==> config.mk <==
export PLATFORM = sky130hd
export DESIGN_NAME = ts_pes_audio_packetizer
export DESIGN_NICKNAME = d
export VERILOG_FILES = /design/src/hdl/tpa_pkg.sv /design/src/hdl/tpa_datapath.sv /design/src/hdl/tpa_ctrl.sv /design/src/hdl/ts_pes_audio_packetizer.sv
export VERILOG_INCLUDE_DIRS = /design/src /design/src/hdl
export SDC_FILE = /design/constraint.sdc
export NUM_CORES = 1
export LEC_CHECK = 0
export BUFFER_PORTS_ARGS = -buffer_cell sky130_fd_sc_hd__buf_2
export CORE_AREA = 2 2 225 227
export DETAILED_ROUTE_END_ITERATION = 16
export DIE_AREA = 0 0 227 229
export GPL_TIMING_DRIVEN = 0
export PLACE_DENSITY = 0.45
export SYNTH_ARGS = -nofsm -noshare
export SYNTH_HDL_FRONTEND = slang
export SYNTH_SLANG_ARGS = --single-unit
export TNS_END_PERCENT = 10
==> constraint.sdc <==
create_clock -name clk -period 11.1 [get_ports clk]
set_input_delay 0.555 -clock clk [delete_from_list [all_inputs] [get_ports clk]]
set_output_delay 0.555 -clock clk [all_outputs]
set_load 0.05 [all_outputs]
==> src/hdl/ts_pes_audio_packetizer_defines.svh <==
// Assertion macros shared by the packetizer RTL.
// No dependencies; included by files that carry concurrent checks.
`ifndef TS_PES_AUDIO_PACKETIZER_DEFINES_SVH
`define TS_PES_AUDIO_PACKETIZER_DEFINES_SVH

`define TPA_ASSERT_IMP(lbl, clk, rst_n, ante, cons) \
	lbl: assert property (@(posedge clk) disable iff (!rst_n) (ante) |-> (cons)) \
		else $error("packetizer check failed");

`define TPA_ASSERT_NXT(lbl, clk, rst_n, ante, cons) \
	lbl: assert property (@(posedge clk) disable iff (!rst_n) (ante) |=> (cons)) \
		else $error("packetizer check failed");

`endif

==> src/hdl/tpa_pkg.sv <==
// Types, constants and control structs of the transport stream packetizer.
// No dependencies; used by tpa_ctrl, tpa_datapath and the top level.
package tpa_pkg;

	localparam int LENGTH_BITS = 24;

	localparam logic [7:0] PACKET_BYTES = 8'd188;
	localparam logic [7:0] TS_HDR_BYTES = 8'd4;
	localparam logic [7:0] PES_HDR_BYTES = 8'd14;
	localparam logic [7:0] CAP_FIRST = PACKET_BYTES - TS_HDR_BYTES - PES_HDR_BYTES;
	localparam logic [7:0] CAP_NEXT = PACKET_BYTES - TS_HDR_BYTES;
	localparam logic [7:0] SYNC_BYTE = 8'h47;
	localparam logic [7:0] STREAM_ID = 8'hC0;
	localparam logic [7:0] PES_FLAGS = 8'h80;
	localparam logic [7:0] PES_HDR_LEN = 8'h05;
	localparam logic [7:0] FILL_BYTE = 8'hFF;
	localparam logic [12:0] PID_RESET = 13'd256;
	localparam logic [15:0] PES_LEN_MAX = 16'hFFFF;
	localparam logic [7:0] PES_LEN_EXTRA = 8'd8;

	typedef struct packed {
		logic [7:0] payload_byte;
		logic frame_start;
		logic [23:0] frame_bytes;
		logic [32:0] pts_value;
	} in_item_t;

	typedef struct packed {
		logic [63:0] word_data;
		logic [3:0] byte_count;
		logic packet_end;
		logic frame_end;
	} out_item_t;

	typedef enum logic [1:0] {
		SRC_INPUT,
		SRC_HEADER,
		SRC_SAVED
	} push_src_t;

	typedef struct packed {
		logic take_frame;
		logic save_byte;
		logic open_pkt;
		logic first;
		logic push;
		push_src_t src;
		logic dec_frame;
		logic [7:0] hdr_idx;
	} dp_cmd_t;

	typedef struct packed {
		logic push_ok;
		logic fbl_zero;
		logic pbl_zero;
		logic [7:0] hdr_len;
	} dp_sts_t;

endpackage

==> src/hdl/tpa_datapath.sv <==
// Packetizer datapath: frame and packet counters, header byte mux, word packer
// and output register. Depends on tpa_pkg and the assertion macro header.
`include "ts_pes_audio_packetizer_defines.svh"

module tpa_datapath (
	input logic clk,
	input logic arst_n,
	input tpa_pkg::in_item_t in_data,
	input logic cfg_valid,
	output logic cfg_ready,
	input logic [12:0] cfg_data,
	output logic out_valid,
	input logic out_stall,
	output tpa_pkg::out_item_t out_data,
	input tpa_pkg::dp_cmd_t cmd,
	output tpa_pkg::dp_sts_t sts
);
	import tpa_pkg::*;

	logic [12:0] pid_q;
	logic [3:0] cc_q;
	logic [LENGTH_BITS-1:0] fbl_q;
	logic [7:0] pbl_q;
	logic [63:0] buf_q;
	logic [3:0] fill_q;
	logic [32:0] pts_q;
	logic [7:0] saved_q;
	logic [7:0] stuff_q;
	logic [15:0] pes_len_q;
	logic [7:0] hdr_len_q;
	logic first_q;
	logic out_valid_q;
	out_item_t out_q;

	logic [7:0] cap;
	logic [7:0] len;
	logic [7:0] stuff_nx;
	logic [LENGTH_BITS:0] pes_sum;
	logic [7:0] idx_j;
	logic [7:0] idx_k;
	logic [7:0] hdr_byte;
	logic [7:0] push_byte;
	logic complete_pend;
	logic done;
	logic frame_last;
	logic [63:0] buf_nx;

	assign cfg_ready = 1'b1;

	always_comb begin
		cap = cmd.first ? CAP_FIRST : CAP_NEXT;
		len = (fbl_q < LENGTH_BITS'(cap)) ? fbl_q[7:0] : cap;
		stuff_nx = cap - len;
		pes_sum = {1'b0, fbl_q} + (LENGTH_BITS+1)'(PES_LEN_EXTRA);
	end

	always_comb begin
		idx_j = cmd.hdr_idx - TS_HDR_BYTES;
		idx_k = idx_j - stuff_q;
		hdr_byte = 8'h00;
		if (cmd.hdr_idx < TS_HDR_BYTES) begin
			case (cmd.hdr_idx[1:0])
				2'd0: hdr_byte = SYNC_BYTE;
				2'd1: hdr_byte = {1'b0, first_q, 1'b0, pid_q[12:8]};
				2'd2: hdr_byte = pid_q[7:0];
				2'd3: hdr_byte = {2'b00, stuff_q != 8'd0, 1'b1, cc_q};
				default: hdr_byte = 8'h00;
			endcase
		end else if (idx_j < stuff_q) begin
			if (idx_j == 8'd0) begin
				hdr_byte = stuff_q - 8'd1;
			end else if (idx_j == 8'd1) begin
				hdr_byte = 8'h00;
			end else begin
				hdr_byte = FILL_BYTE;
			end
		end else begin
			case (idx_k)
				8'd0: hdr_byte = 8'h00;
				8'd1: hdr_byte = 8'h00;
				8'd2: hdr_byte = 8'h01;
				8'd3: hdr_byte = STREAM_ID;
				8'd4: hdr_byte = pes_len_q[15:8];
				8'd5: hdr_byte = pes_len_q[7:0];
				8'd6: hdr_byte = PES_FLAGS;
				8'd7: hdr_byte = PES_FLAGS;
				8'd8: hdr_byte = PES_HDR_LEN;
				8'd9: hdr_byte = {4'b0010, pts_q[32:30], 1'b1};
				8'd10: hdr_byte = pts_q[29:22];
				8'd11: hdr_byte = {pts_q[21:15], 1'b1};
				8'd12: hdr_byte = pts_q[14:7];
				8'd13: hdr_byte = {pts_q[6:0], 1'b1};
				default: hdr_byte = 8'h00;
			endcase
		end
	end

	always_comb begin
		case (cmd.src)
			SRC_INPUT: push_byte = in_data.payload_byte;
			SRC_HEADER: push_byte = hdr_byte;
			SRC_SAVED: push_byte = saved_q;
			default: push_byte = 8'h00;
		endcase
		done = (pbl_q <= 8'd1);
		complete_pend = (fill_q[2:0] == 3'd7) || done;
		frame_last = cmd.dec_frame ? (fbl_q == LENGTH_BITS'(1)) : (fbl_q == '0);
		buf_nx = buf_q | ({56'b0, push_byte} << {~fill_q[2:0], 3'b000});
	end

	always_comb begin
		sts.push_ok = !(complete_pend && out_valid_q && out_stall);
		sts.fbl_zero = (fbl_q == '0);
		sts.pbl_zero = (pbl_q == 8'd0);
		sts.hdr_len = hdr_len_q;
	end

	always_ff @(posedge clk or negedge arst_n) begin
		if (!arst_n) begin
			pid_q <= PID_RESET;
		end else if (cfg_valid && cfg_ready) begin
			pid_q <= cfg_data;
		end
	end

	always_ff @(posedge clk or negedge arst_n) begin
		if (!arst_n) begin
			cc_q <= 4'd0;
			fbl_q <= '0;
			pbl_q <= 8'd0;
			buf_q <= 64'd0;
			fill_q <= 4'd0;
			pts_q <= 33'd0;
			stuff_q <= 8'd0;
			pes_len_q <= 16'd0;
			hdr_len_q <= 8'd0;
			first_q <= 1'b0;
		end else begin
			if (cmd.take_frame) begin
				fbl_q <= in_data.frame_bytes[LENGTH_BITS-1:0];
				pts_q <= in_data.pts_value;
				buf_q <= 64'd0;
				fill_q <= 4'd0;
				pbl_q <= 8'd0;
			end
			if (cmd.open_pkt) begin
				cc_q <= cc_q + 4'd1;
				pbl_q <= PACKET_BYTES;
				stuff_q <= stuff_nx;
				first_q <= cmd.first;
				hdr_len_q <= TS_HDR_BYTES + stuff_nx + (cmd.first ? PES_HDR_BYTES : 8'd0);
				pes_len_q <= (pes_sum > (LENGTH_BITS+1)'(PES_LEN_MAX)) ? 16'd0 : pes_sum[15:0];
			end
			if (cmd.dec_frame) begin
				fbl_q <= fbl_q - LENGTH_BITS'(1);
			end
			if (cmd.push) begin
				if (pbl_q != 8'd0) begin
					pbl_q <= pbl_q - 8'd1;
				end
				if (complete_pend) begin
					buf_q <= 64'd0;
					fill_q <= 4'd0;
				end else begin
					buf_q <= buf_nx;
					fill_q <= fill_q + 4'd1;
				end
			end
		end
	end

	always_ff @(posedge clk or negedge arst_n) begin
		if (!arst_n) begin
			saved_q <= 8'd0;
		end else if (cmd.save_byte) begin
			saved_q <= in_data.payload_byte;
		end
	end

	always_ff @(posedge clk or negedge arst_n) begin
		if (!arst_n) begin
			out_valid_q <= 1'b0;
			out_q <= '0;
		end else if (cmd.push && complete_pend) begin
			out_valid_q <= 1'b1;
			out_q.word_data <= buf_nx;
			out_q.byte_count <= fill_q + 4'd1;
			out_q.packet_end <= done;
			out_q.frame_end <= done && frame_last;
		end else if (out_valid_q && !out_stall) begin
			out_valid_q <= 1'b0;
		end
	end

	assign out_valid = out_valid_q;
	assign out_data = out_q;

	`TPA_ASSERT_IMP(a_no_overwrite, clk, arst_n, cmd.push && complete_pend && out_valid_q, !out_stall)
	`TPA_ASSERT_IMP(a_count_range, clk, arst_n, out_valid_q, out_q.byte_count >= 4'd1 && out_q.byte_count <= 4'd8)
	`TPA_ASSERT_IMP(a_pkt_tail, clk, arst_n, out_valid_q && out_q.packet_end, out_q.byte_count == 4'd4)
	`TPA_ASSERT_IMP(a_frame_in_pkt, clk, arst_n, out_valid_q && out_q.frame_end, out_q.packet_end)
	`TPA_ASSERT_NXT(a_open_full, clk, arst_n, cmd.open_pkt, pbl_q == PACKET_BYTES && fill_q == 4'd0)

endmodule

==> src/hdl/tpa_ctrl.sv <==
// Packetizer controller: accepts input items and sequences packet opening,
// header bytes and the held payload byte. Depends on tpa_pkg.
module tpa_ctrl (
	input logic clk,
	input logic arst_n,
	input logic in_valid,
	output logic in_stall,
	input tpa_pkg::in_item_t in_data,
	output tpa_pkg::dp_cmd_t cmd,
	input tpa_pkg::dp_sts_t sts
);
	import tpa_pkg::*;

	typedef enum logic [1:0] {
		ST_IDLE,
		ST_OPEN,
		ST_HDR,
		ST_PAY
	} state_t;

	state_t state_q;
	logic first_q;
	logic [7:0] idx_q;
	logic accept;
	logic len_nonzero;

	always_comb begin
		in_stall = (state_q != ST_IDLE) || !sts.push_ok;
		accept = in_valid && !in_stall;
		len_nonzero = |in_data.frame_bytes[LENGTH_BITS-1:0];
	end

	always_comb begin
		cmd = '0;
		cmd.src = SRC_INPUT;
		cmd.hdr_idx = idx_q;
		cmd.first = first_q;
		case (state_q)
			ST_IDLE: begin
				if (accept) begin
					if (in_data.frame_start) begin
						cmd.take_frame = 1'b1;
						cmd.save_byte = 1'b1;
					end else if (!sts.fbl_zero) begin
						if (sts.pbl_zero) begin
							cmd.save_byte = 1'b1;
						end else begin
							cmd.push = 1'b1;
							cmd.dec_frame = 1'b1;
						end
					end
				end
			end
			ST_OPEN: begin
				cmd.open_pkt = 1'b1;
			end
			ST_HDR: begin
				cmd.push = sts.push_ok;
				cmd.src = SRC_HEADER;
			end
			ST_PAY: begin
				cmd.push = sts.push_ok;
				cmd.src = SRC_SAVED;
				cmd.dec_frame = sts.push_ok;
			end
			default: begin
				cmd = '0;
			end
		endcase
	end

	always_ff @(posedge clk or negedge arst_n) begin
		if (!arst_n) begin
			state_q <= ST_IDLE;
			first_q <= 1'b0;
			idx_q <= 8'd0;
		end else begin
			case (state_q)
				ST_IDLE: begin
					if (accept) begin
						if (in_data.frame_start) begin
							if (len_nonzero) begin
								first_q <= 1'b1;
								state_q <= ST_OPEN;
							end
						end else if (!sts.fbl_zero && sts.pbl_zero) begin
							first_q <= 1'b0;
							state_q <= ST_OPEN;
						end
					end
				end
				ST_OPEN: begin
					idx_q <= 8'd0;
					state_q <= ST_HDR;
				end
				ST_HDR: begin
					if (sts.push_ok) begin
						if (idx_q == sts.hdr_len - 8'd1) begin
							state_q <= ST_PAY;
						end else begin
							idx_q <= idx_q + 8'd1;
						end
					end
				end
				ST_PAY: begin
					if (sts.push_ok) begin
						state_q <= ST_IDLE;
					end
				end
				default: begin
					state_q <= ST_IDLE;
				end
			endcase
		end
	end

endmodule

==> src/hdl/ts_pes_audio_packetizer.sv <==
// Channel  | direction | handshake             | payload
// in       | input     | in_valid / in_stall   | tpa_pkg::in_item_t in_data
// out      | output    | out_valid / out_stall | tpa_pkg::out_item_t out_data
// cfg      | input     | cfg_valid / cfg_ready | cfg_data, stream PID
// A payload byte inside an open packet is pushed straight into the byte packer.
// A byte that opens a packet passes ST_OPEN, ST_HDR for the H header bytes (4 to 187)
// and ST_PAY; the byte packer takes one header byte per cycle unless stalled.
// Reset is asynchronous; afterwards the PID is 256 and no frame is open.
// A full word waits in the output register; the packer stalls only when it
// completes another word while that register is still held.
// Top level of the transport stream packetizer. Depends on tpa_pkg,
// tpa_ctrl and tpa_datapath.
module ts_pes_audio_packetizer (
	input logic clk,
	input logic arst_n,
	input logic in_valid,
	output logic in_stall,
	input tpa_pkg::in_item_t in_data,
	output logic out_valid,
	input logic out_stall,
	output tpa_pkg::out_item_t out_data,
	input logic cfg_valid,
	output logic cfg_ready,
	input logic [12:0] cfg_data
);
	import tpa_pkg::*;

	dp_cmd_t cmd;
	dp_sts_t sts;

	tpa_ctrl u_ctrl (
		.clk(clk),
		.arst_n(arst_n),
		.in_valid(in_valid),
		.in_stall(in_stall),
		.in_data(in_data),
		.cmd(cmd),
		.sts(sts)
	);

	tpa_datapath u_datapath (
		.clk(clk),
		.arst_n(arst_n),
		.in_data(in_data),
		.cfg_valid(cfg_valid),
		.cfg_ready(cfg_ready),
		.cfg_data(cfg_data),
		.out_valid(out_valid),
		.out_stall(out_stall),
		.out_data(out_data),
		.cmd(cmd),
		.sts(sts)
	);

endmodule

==> impl_metrics.sql <==
INSERT INTO impl_metrics (metric_group, metric, value, unit) VALUES
('synth', 'synth-warning-count', '0', ''),
('global_route', 'global_routing_usage_summed_across_all_routing_layers', '18.87', '%'),
('clock_network', 'worst_skew_pair.late_latency', '0.59', 'ns'),
('timing', 'setup_viol_count_final', '0', ''),
('floorplanning', 'die_w', '227', 'µm'),
('pwr', 'p_leak', '7.937', 'nW'),
('timing', 'final_period_minus_worst_setup_slack', '5.370', 'ns'),
('synth', 'asyncSetResetFlopFracSynth', '100.0', '%'),
('placed_design', 'preCtsSetupSlack', '5.950', 'ns'),
('synth', 'post_synth_inst_count', '1619', ''),
('setup_path', 'cp.required', '11.58', 'ns'),
('job', 'maxCapViolCount', '0', ''),
('synth', 'number_of_enable_type_register_cells_in_the_synthesized_netlist', '0', ''),
('synth', 'dominantRegCellSynth', 'sky130_fd_sc_hd__dfrtp_1', ''),
('clock_network', 'postCtsResizedCells', '0', ''),
('timing', 'maxClockFrequency', '186.2', 'MHz'),
('floorplanning', 'floorplan.die_area', '51980', 'µm²'),
('route', 'route.detailed.wl_per_inst', '19.56', 'µm'),
('floorplanning', 'floorplan_die_height', '229', 'µm'),
('global_route', 'number_of_global_route_vias_before_repair', '12750', ''),
('clock_network', 'cts.root.buffer_cell', 'sky130_fd_sc_hd__clkbuf_16', ''),
('synth', 'synthesis.nets', '1750', ''),
('clock_network', 'cts-htree-levels', '1', ''),
('hold_path', 'worst_hold_path_type', 'in2reg', ''),
('synth', 'yosysUniqueCellTypes', '77', ''),
('clock_network', 'clkSlewWorstSetupHoldPaths', '0.06', 'ns'),
('timing', 'total_negative_slack_for_setup_checks', '0', 'ns'),
('floorplanning', 'floorplan.core_area', '49660', 'µm²'),
('pwr', 'ir_drop', '155.5', 'µV'),
('clock_network', 'tritoncts_clock_tree', 'built', ''),
('floorplanning', 'num_io_pins', '157', ''),
('timing', 'maxSlewViolCount', '0', ''),
('final_layout', 'post-route-util', '35.21', '%'),
('timing', 'fin_worst_skew', '0.02171', 'ns'),
('final_layout', 'post-route-cell-area', '17480', 'µm²'),
('route', 'drt_pass1_iterations', '5', ''),
('final_layout', 'drive_above_1_share', '14.88', '%'),
('route', 'viasPerCell', '5.167', ''),
('setup_path', 'regToRegSetupSlack', '5.73', 'ns'),
('global_route', 'antenna_violations_before_repair', '2', ''),
('timing', 'final_min_period_over_clock_period', '48.38', '%'),
('global_route', 'overflow', '0', ''),
('clock_network', 'cts_made_buffers', '31', ''),
('placed_design', 'place_area', '16430', 'µm²'),
('final_layout', 'area_growth', '18.67', '%'),
('final_layout', 'mostFrequentLayoutCells', '271 x sky130_fd_sc_hd__dfrtp_1, 260 x sky130_fd_sc_hd__nand2_1, 167 x sky130_fd_sc_hd__buf_2', ''),
('route', 'postRouteAntennaNets', '0', ''),
('timing', 'worst-slew-pin-transition', '1.383', 'ns'),
('clock_network', 'clockBufferDepth', '3', ''),
('setup_path', 'setup.worst_path.start_class', 'flip-flop', ''),
('placed_design', 'finalWeightedCongestion', '0.8402', ''),
('setup_path', 'crit_fanout', '10', ''),
('route', 'drt_first_iter_violations', '1012', ''),
('final_layout', 'final_nets', '1943', ''),
('status', 'status', 'finished, final reports clean', ''),
('timing', 'grt_setup_unrepaired', 'no', ''),
('timing', 'worst_slack', '5.730', 'ns'),
('pwr', 'post-layout-total-power', '5.496', 'mW'),
('global_route', 'maximum_number_of_pins_on_one_net_before_global_route_repair', '115', ''),
('final_layout', 'post_layout_nonfiller_instances', '2508', ''),
('setup_path', 'critPathCaptureType', 'flip-flop', ''),
('clock_network', 'clock_sink_count', '272', ''),
('synth', 'mappedNetlistArea', '14730', 'µm²'),
('setup_path', 'critPathKind', 'reg2reg', ''),
('synth', 'synth.ff_latch_count', '272', ''),
('route', 'drt_drc_violations_left', '0', ''),
('placed_design', 'dp.cells', '2449', ''),
('floorplanning', 'placement_rows', '82', ''),
('route', 'vias', '12960', ''),
('timing', 'worst_slew_margin_rel', '7.828', '%'),
('clock_network', 'postCtsHoldBufs', '1', '');
-- state kept, by name (all words and copies together) (netlist names), 2 cells and up --
signal and count:
u_ctrl.idx_q 8, u_ctrl.state_q 2, u_datapath.buf_q 64, u_datapath.cc_q 4, u_datapath.fbl_q 24, u_datapath.fill_q 4
u_datapath.hdr_len_q 8, u_datapath.out_data 70, u_datapath.pbl_q 8, u_datapath.pes_len_q 16, u_datapath.pid_q 13, u_datapath.pts_q 33
u_datapath.saved_q 8, u_datapath.stuff_q 7
-- kinds of logic after synthesis --
logic type               Yosys count  share of synthesized area [%]
XOR/XNOR                          43                          2.556
buffers and inverters            159                          4.323
adder cells (fa/ha/maj)           47                          4.144
other                              1                        0.02545
flip-flops                       272                          46.21
AND/OR/NAND/NOR                  574                          18.44
AO/OA/AOI/OAI                    440                          18.27
multiplexers                      83                          6.038
-- layer usage --
metal	global-route usage [%]	up-vias	routed length [µm]
li1	-	6189	-
met3	2.668	57	2598
met5	0	-	9
met2	29.58	324	21840
met4	3.942	2	894
met1	27.59	6387	23710
-- where the power goes --
group / total, mW / switching, mW / internal, mW / leakage (nW)
registers: 1.62 / 0.274 / 1.35 / 3.52
clock network: 1.06 / 0.425 / 0.635 / 0.507
logic: 2.81 / 1.96 / 0.857 / 3.91
total: 5.50 / 2.66 / 2.84 / 7.94
-- final cells by class --
cell class,count,area [µm²]
repair buffers,160,860.8
clock inverters,9,160.2
diodes,1,2.502
fillers,5242,32170
inverters,57,214.0
plain buffers,102,422.9
flip-flops and latches,272,6808
multi-input cells,1188,7298
well taps,672,840.8
clock buffers,47,875.8
-- critical path, stage by stage (launching register included) --
cell and delay [ns]:
sky130_fd_sc_hd__dfrtp_1 0.36, sky130_fd_sc_hd__clkbuf_1 0.23, sky130_fd_sc_hd__nor4_1 0.89, sky130_fd_sc_hd__nand4b_1 0.47
sky130_fd_sc_hd__or3_1 0.48, sky130_fd_sc_hd__clkbuf_1 0.18, sky130_fd_sc_hd__nand2_1 0.11, sky130_fd_sc_hd__o21a_1 0.17
sky130_fd_sc_hd__ha_1 0.25, sky130_fd_sc_hd__inv_1 0.06, sky130_fd_sc_hd__a31oi_1 0.04, sky130_fd_sc_hd__nor3_1 0.27
sky130_fd_sc_hd__o21bai_1 0.21, sky130_fd_sc_hd__ha_1 0.30, sky130_fd_sc_hd__ha_1 0.31, sky130_fd_sc_hd__a21o_1 0.18
sky130_fd_sc_hd__a21oi_1 0.23, sky130_fd_sc_hd__a211oi_1 0.10, sky130_fd_sc_hd__xnor2_1 0.16, sky130_fd_sc_hd__mux2_2 0.26
-- synth_stat cells, drive strengths merged (9+ instances only) --
cell type  number  share of area, %
nand2b          9              0.38
o21a            9              0.46
mux2           37               2.8
a21o           14              0.71
a31oi           9              0.38
and3           11              0.47
buf            25              0.91
a21oi          92               3.1
xnor2          28               1.7
xor2           15              0.89
ha             44               3.7
nand2         260               6.6
dfrtp         271                46
nor3           63               2.1
mux2i          45               3.1
nor2           61               1.6
o2bb2ai        14              0.83
inv            57               1.5
clkbuf         77               2.0
or3            42               1.8
nand3          47               1.6
o21ai         196               6.7
nand4          14              0.59
or4             9              0.48
nor4           21              0.89
-- path summary, 6_finish.rpt --
check                                     startpoint                 endpoint  depth (start not counted)
worst max-delay path            u_datapath.fbl_q[18]  u_datapath.hdr_len_q[7]                         19
worst min-delay path                     in_data[26]     u_datapath.pts_q[26]                          3
worst max register to register  u_datapath.fbl_q[18]  u_datapath.hdr_len_q[7]                         19
worst min register to register  u_datapath.pts_q[23]     u_datapath.pts_q[23]                          2
max in group asynchronous                     arst_n  u_datapath.out_data[41]                          3
min in group asynchronous                     arst_n     u_datapath.fbl_q[16]                          2
Note: power is estimated with default switching activity, not from simulation.
